<file path="src/hdl/dtq_pkg.sv">
// Package for the delay-ordered timer queue: word types, codes and defaults.
`default_nettype none
package dtq_pkg;

    // Default sizing
    localparam int SLOTS_DEFAULT      = 16;
    localparam int DELAY_BITS_DEFAULT = 16;

    // Field widths of the channel words
    localparam int MODE_W    = 2;
    localparam int ID_W      = 8;
    localparam int TIME_W    = 16;
    localparam int STATUS_W  = 2;

    // Request codes
    localparam logic [MODE_W-1:0] MODE_SUBMIT = 2'd0;
    localparam logic [MODE_W-1:0] MODE_PASSED = 2'd1;
    localparam logic [MODE_W-1:0] MODE_POP    = 2'd2;

    // Result codes
    localparam logic [STATUS_W-1:0] STATUS_OK      = 2'd0;
    localparam logic [STATUS_W-1:0] STATUS_FULL    = 2'd1;
    localparam logic [STATUS_W-1:0] STATUS_NONE    = 2'd2;

    // Input word
    typedef struct packed {
        logic [MODE_W-1:0] mode;
        logic [ID_W-1:0]   item_id;
        logic [TIME_W-1:0] submit_delay;
        logic [TIME_W-1:0] elapsed;
    } in_word_t;

    // Result word
    typedef struct packed {
        logic [STATUS_W-1:0] status;
        logic [ID_W-1:0]     popped_id;
    } out_word_t;

    // Command broadcast to every cell in the row
    typedef struct packed {
        logic insert;   // place new entry in order, shift the tail down
        logic age;      // subtract elapsed time, saturating at zero
        logic pop;      // shift every entry one place towards the head
    } cell_cmd_t;

endpackage
`default_nettype wire

</file>
<file path="src/hdl/delta_timer_queue_top.sv">
// Timer queue over a row of sorted slot cells: one request per cycle unless stalled.
// The result word is registered in the cycle after the request word is taken.
// One word per cycle unless stalled; cells update in parallel with their neighbours.
// Insert, age and pop each update all SLOTS cells of the row together.
// Reset empties the queue (fill count zero) and clears the pending result.
`default_nettype none
module delta_timer_queue_top #(
    parameter int SLOTS      = dtq_pkg::SLOTS_DEFAULT,
    parameter int DELAY_BITS = dtq_pkg::DELAY_BITS_DEFAULT
) (
    input  wire                 clk,
    input  wire                 rst_n,
    input  wire                 in_valid,
    output logic                in_stall,
    input  wire dtq_pkg::in_word_t in_word,
    output logic                out_valid,
    input  wire                 out_stall,
    output dtq_pkg::out_word_t  out_word
);

    localparam int CW = $clog2(SLOTS + 1);
    localparam int W  = (DELAY_BITS > dtq_pkg::TIME_W) ? DELAY_BITS : dtq_pkg::TIME_W;
    localparam logic [W-1:0] DMAX = W'((64'd1 << DELAY_BITS) - 64'd1);

    logic [CW-1:0]          count_reg, count_next;
    logic                   out_valid_reg, out_valid_next;
    dtq_pkg::out_word_t     out_word_reg, out_word_next;

    logic                   accept;
    logic [W-1:0]           delay_ext, elapsed_ext;
    logic [DELAY_BITS-1:0]  delay_sat, elapsed_sat, value;
    logic                   full, head_due;
    dtq_pkg::cell_cmd_t     cmd;

    logic [dtq_pkg::ID_W-1:0] item_q [SLOTS];
    logic [DELAY_BITS-1:0]    rem_q  [SLOTS];
    logic [SLOTS-1:0]         keep_q;

    // Handshake: result register parts the two sides
    assign in_stall = out_valid_reg && out_stall;
    assign accept   = in_valid && !in_stall;

    // Saturate times into the slot width
    assign delay_ext   = W'(in_word.submit_delay);
    assign elapsed_ext = W'(in_word.elapsed);
    assign delay_sat   = (delay_ext > DMAX) ? DMAX[DELAY_BITS-1:0] : delay_ext[DELAY_BITS-1:0];
    assign elapsed_sat = (elapsed_ext > DMAX) ? DMAX[DELAY_BITS-1:0]
                                              : elapsed_ext[DELAY_BITS-1:0];
    assign value = (in_word.mode == dtq_pkg::MODE_SUBMIT) ? delay_sat : elapsed_sat;

    assign full     = (count_reg == CW'(SLOTS));
    assign head_due = (count_reg != '0) && (rem_q[0] == '0);

    // Command decode
    always_comb
    begin
        cmd        = '0;
        cmd.insert = accept && (in_word.mode == dtq_pkg::MODE_SUBMIT) && !full;
        cmd.age    = accept && (in_word.mode == dtq_pkg::MODE_PASSED)
                     && (in_word.elapsed != '0);
        cmd.pop    = accept && (in_word.mode == dtq_pkg::MODE_POP) && head_due;
    end

    // Row of cells
    genvar k;
    generate
        for (k = 0; k < SLOTS; k++)
        begin : g_cell
            logic                     in_use;
            logic                     p_keep;
            logic [dtq_pkg::ID_W-1:0] p_item, n_item;
            logic [DELAY_BITS-1:0]    p_rem, n_rem;

            assign in_use = (CW'(k) < count_reg);

            // head: nothing ahead of it, so a new entry that sorts first lands here
            if (k == 0)
            begin : g_head
                assign p_keep = 1'b1;
                assign p_item = item_q[k];
                assign p_rem  = rem_q[k];
            end
            else
            begin : g_body
                assign p_keep = keep_q[k-1];
                assign p_item = item_q[k-1];
                assign p_rem  = rem_q[k-1];
            end

            if (k == SLOTS - 1)
            begin : g_tail
                assign n_item = item_q[k];
                assign n_rem  = rem_q[k];
            end
            else
            begin : g_inner
                assign n_item = item_q[k+1];
                assign n_rem  = rem_q[k+1];
            end

            dtq_cell #(
                .DELAY_BITS (DELAY_BITS)
            ) u_cell (
                .clk       (clk),
                .cmd       (cmd),
                .in_use    (in_use),
                .value     (value),
                .new_id    (in_word.item_id),
                .prev_keep (p_keep),
                .prev_item (p_item),
                .prev_rem  (p_rem),
                .next_item (n_item),
                .next_rem  (n_rem),
                .keep      (keep_q[k]),
                .item      (item_q[k]),
                .rem       (rem_q[k])
            );
        end
    endgenerate

    // Fill count and result word
    always_comb
    begin
        count_next     = count_reg;
        out_valid_next = out_valid_reg && out_stall;
        out_word_next  = out_word_reg;
        if (cmd.insert)
        begin
            count_next = count_reg + CW'(1);
        end
        else if (cmd.pop)
        begin
            count_next = count_reg - CW'(1);
        end
        if (accept)
        begin
            out_valid_next          = 1'b1;
            out_word_next.status    = dtq_pkg::STATUS_OK;
            out_word_next.popped_id = '0;
            case (in_word.mode)
                dtq_pkg::MODE_SUBMIT:
                begin
                    if (full)
                    begin
                        out_word_next.status = dtq_pkg::STATUS_FULL;
                    end
                end
                dtq_pkg::MODE_POP:
                begin
                    if (head_due)
                    begin
                        out_word_next.popped_id = item_q[0];
                    end
                    else
                    begin
                        out_word_next.status = dtq_pkg::STATUS_NONE;
                    end
                end
                default:
                begin
                    out_word_next.status = dtq_pkg::STATUS_OK;
                end
            endcase
        end
    end

    always_ff @(posedge clk or negedge rst_n)
    begin
        if (!rst_n)
        begin
            count_reg     <= '0;
            out_valid_reg <= 1'b0;
        end
        else
        begin
            count_reg     <= count_next;
            out_valid_reg <= out_valid_next;
        end
    end

    // Result payload, no reset
    always_ff @(posedge clk)
    begin
        out_word_reg <= out_word_next;
    end

    assign out_valid = out_valid_reg;
    assign out_word  = out_word_reg;

endmodule
`default_nettype wire

</file>
<file path="src/hdl/dtq_cell.sv">
// One slot of the sorted timer row: item id and remaining time.
`default_nettype none
module dtq_cell #(
    parameter int DELAY_BITS = dtq_pkg::DELAY_BITS_DEFAULT
) (
    input  wire                         clk,
    input  wire dtq_pkg::cell_cmd_t     cmd,
    input  wire                         in_use,
    input  wire [DELAY_BITS-1:0]        value,
    input  wire [dtq_pkg::ID_W-1:0]     new_id,
    input  wire                         prev_keep,
    input  wire [dtq_pkg::ID_W-1:0]     prev_item,
    input  wire [DELAY_BITS-1:0]        prev_rem,
    input  wire [dtq_pkg::ID_W-1:0]     next_item,
    input  wire [DELAY_BITS-1:0]        next_rem,
    output logic                        keep,
    output logic [dtq_pkg::ID_W-1:0]    item,
    output logic [DELAY_BITS-1:0]       rem
);

    logic [dtq_pkg::ID_W-1:0] item_reg, item_next;
    logic [DELAY_BITS-1:0]    rem_reg, rem_next;

    // Entry stays put on insert when it expires no later than the new one
    assign keep = in_use && (rem_reg <= value);

    always_comb
    begin
        item_next = item_reg;
        rem_next  = rem_reg;
        if (cmd.insert)
        begin
            if (!keep)
            begin
                if (prev_keep)
                begin
                    item_next = new_id;
                    rem_next  = value;
                end
                else
                begin
                    item_next = prev_item;
                    rem_next  = prev_rem;
                end
            end
        end
        else if (cmd.age)
        begin
            rem_next = (rem_reg > value) ? (rem_reg - value) : '0;
        end
        else if (cmd.pop)
        begin
            item_next = next_item;
            rem_next  = next_rem;
        end
    end

    // Slot contents, no reset
    always_ff @(posedge clk)
    begin
        item_reg <= item_next;
        rem_reg  <= rem_next;
    end

    assign item = item_reg;
    assign rem  = rem_reg;

endmodule
`default_nettype wire
</file>
<file path="config.mk">
export PLATFORM = sky130hd
export DESIGN_NAME = delta_timer_queue_top
export DESIGN_NICKNAME = d
export VERILOG_FILES = /design/src/hdl/dtq_pkg.sv /design/src/hdl/delta_timer_queue_top.sv /design/src/hdl/dtq_cell.sv
export SDC_FILE = /design/constraint.sdc
export NUM_CORES = 2
export LEC_CHECK = 0
export ABC_AREA = 1
export BUFFER_PORTS_ARGS = -buffer_cell sky130_fd_sc_hd__buf_2
export CORE_MARGIN = 3
export CORE_UTILIZATION = 56
export CTS_BUF_LIST = sky130_fd_sc_hd__clkbuf_4 sky130_fd_sc_hd__clkbuf_8 sky130_fd_sc_hd__clkbuf_16
export DETAILED_ROUTE_END_ITERATION = 8
export PLACE_DENSITY = 0.83
export SLEW_MARGIN = 15
export SYNTH_ARGS = -nofsm -noshare
export SYNTH_HDL_FRONTEND = slang
export SYNTH_HIERARCHICAL = 1
export SYNTH_SLANG_ARGS = --single-unit
</file>
<file path="constraint.sdc">
create_clock -name clk -period 4.8 [get_ports clk]
set_input_delay 0.48 -clock clk [delete_from_list [all_inputs] [get_ports clk]]
set_output_delay 0.48 -clock clk [all_outputs]
set_load 0.02 [all_outputs]
</file>
==> metrics.txt <==
Worst IR Drop VDD=0.000301 V; Data required, critical path=4990 ps; DRC=0; # setup viols final=0; Root Driver=clkbuf_16; Final Hold Viols=0; HP Class=primary input to register; Layout Skew=19.7 ps; Buf+Inv Stages, Crit Path=3; antenna violations before repair=1; Final Non-Filler Cells=6651; Net Sw Power=6.28 mW; RSZ-0062 raised after global routing=no; Routed WL per cell=20.8 um; CTS Sinks=400; hold_ws=60.2 ps; ordered list of cells on the worst path=inv_1 -> ha_1 -> nand3_1 -> nand3_2 -> inv_8 -> clkinv_1 -> o21ai_0 -> nand2_1; CTS tree=done; CP max-delay cell=nand2_1; GR Overflow Total=0; hold_buf cts=1; setup bufs post-CTS=0; # nets final=6002; delay of the slowest critical-path stage=590 ps; die width=272 um; Routed Antenna Nets=0; crit path DAT=4330 ps; Worst-Skew Late Latency=roughly 630 ps; CTS Buf Count=49; synthesized area=39700 um^2; CP Capture Type=register; vias per cell=a little over 6; largest net degree at the start of global routing=102; Ports=just under 60; core area=69400 um^2; num rows=96; Iteration-0 DRC Markers=6135; register share of total power=between 30% and 40%; first-pass GRT wire length=between 200000 and 250000 um; Rel. slew slack=16.7%; number of global-route vias before repair=36200; via count=40700; placed instance area=41200 um^2; setup TNS=0 ps; clock buffer depth=3; Max Cap Viol=0; leak pwr=19.9 nW; routability congestion estimate=1.03; aggregate global-route resource usage=a little over a third; H-tree Lvls=2; DR pass1 iterations=8; share of post-route cells with drive strength above 1=10.7%; synth warn=6; Achievable Freq=0.242 GHz; fin crit share=86.3%; status=complete, no violations; die height=272 um; minimum clock period=4140 ps; Startpoint Class=register; Sw Share=42.7%; Resized cells post-CTS=0; crit path max fanout=89; Initial Util=between 50% and 60%; Layout area overhead=8.06%; Avg Inst Size Synth=7.01 um^2; final instance area=42900 um^2; IO buf count=57; internal power=8.43 mW; worst slew pin tran=1250 ps; Syn Inst Count=5659; max reg flops=256; Clk pin slew, worst setup/hold paths=60 ps; dpl hpwl=105000 um; DP Cell Count=6559; Crit path max-delay family=simple AND/OR/NAND/NOR gates; Comb power frac=41.3%; overall die area=74100 um^2; Slew Viols, Final=0; P per Cell Area=343 nW/um^2; WL final=138000 um; part of the power in the clock network=27.5%; WS Path Type=register to register
## worst register-to-register path, cell delays in order, from the launching register on
cell      delay (ps)
dfrtp_1          440
inv_1            160
ha_1             280
nand3_1          290
nand3_2          450
inv_8            540
clkinv_1         570
o21ai_0          380
nand2_1          600
## layout make-up
class | count | area, um^2
fillers | 6383 | 26500
multi-input cells | 4335 | 24000
flip-flops and latches | 400 | 12000
inverters | 760 | 2860
clock buffers | 57 | 1290
well taps | 931 | 1160
repair buffers | 134 | 1130
clock inverters | 32 | 413
diodes | 2 | 5.00
## power by group through the flow
stage / Combinational [mW] / Clock [mW] / Sequential, mW
after floorplan: 4.34 / 0 / 4.43
after global placement: 5.71 / 0 / 4.62
after detailed placement: 5.82 / 0 / 4.63
after CTS: 5.86 / 4.06 / 4.56
after global routing: 6.64 / 4.19 / 4.59
final: 6.07 / 4.05 / 4.59
## metal layers
layer  GRT usage (%)  vias to the layer above  wire length, um
met3            8.62                      389            18900
met5               0                        -                4
met2            51.9                     2729            57400
li1                -                    18900                -
met1            50.9                    18700            55700
met4            14.4                        2             6230
## placed cells by master, fill, tap and decap left out, types with 19 or more instances in the layout
cell type  instances
a21oi_1          619
buf_12            21
buf_2             57
buf_4             55
clkbuf_16         49
clkinv_1          19
edfxtp_1         394
ha_1             260
inv_1            726
nand2_1         1377
nand2_2           81
nand3_1          159
nand3_2           30
nand3b_1          80
nand4_1           30
nor2_1           506
nor2_2            24
nor2_4            21
nor3_1            45
o21ai_0          641
o21ai_2          134
o21bai_1          60
xnor2_1           33
xor2_1            85
## per-stage QoR
stage                     total power, mW  utilization, %  setup WS (ps)
after floorplan                      8.77               -           85.4
after global placement               10.3            59.3            295
after detailed placement             10.5            59.3            244
after CTS                            14.5            61.8            752
after global routing                 15.4            61.8            476
final                                14.7            61.8            659
## worst paths after layout
kind,slack (ps),endpoint,cells past startpoint,from
min in group asynchronous,320,out_valid$_DFF_PN0_,2,rst_n
worst min register to register,560,g_cell[12].u_cell/item[3]$_DFFE_PP_,2,g_cell[13].u_cell/item[3]$_DFFE_PP_
max in group asynchronous,4190,count_reg[3]$_DFFE_PN0P_,2,rst_n
worst max-delay path,660,g_cell[15].u_cell/rem[14]$_DFFE_PP_,8,count_reg[0]$_DFFE_PN0P_
worst max register to register,660,g_cell[15].u_cell/rem[14]$_DFFE_PP_,8,count_reg[0]$_DFFE_PN0P_
worst min-delay path,60,out_valid$_DFF_PN0_,2,in_valid
Power figures use the tool's default switching activity.
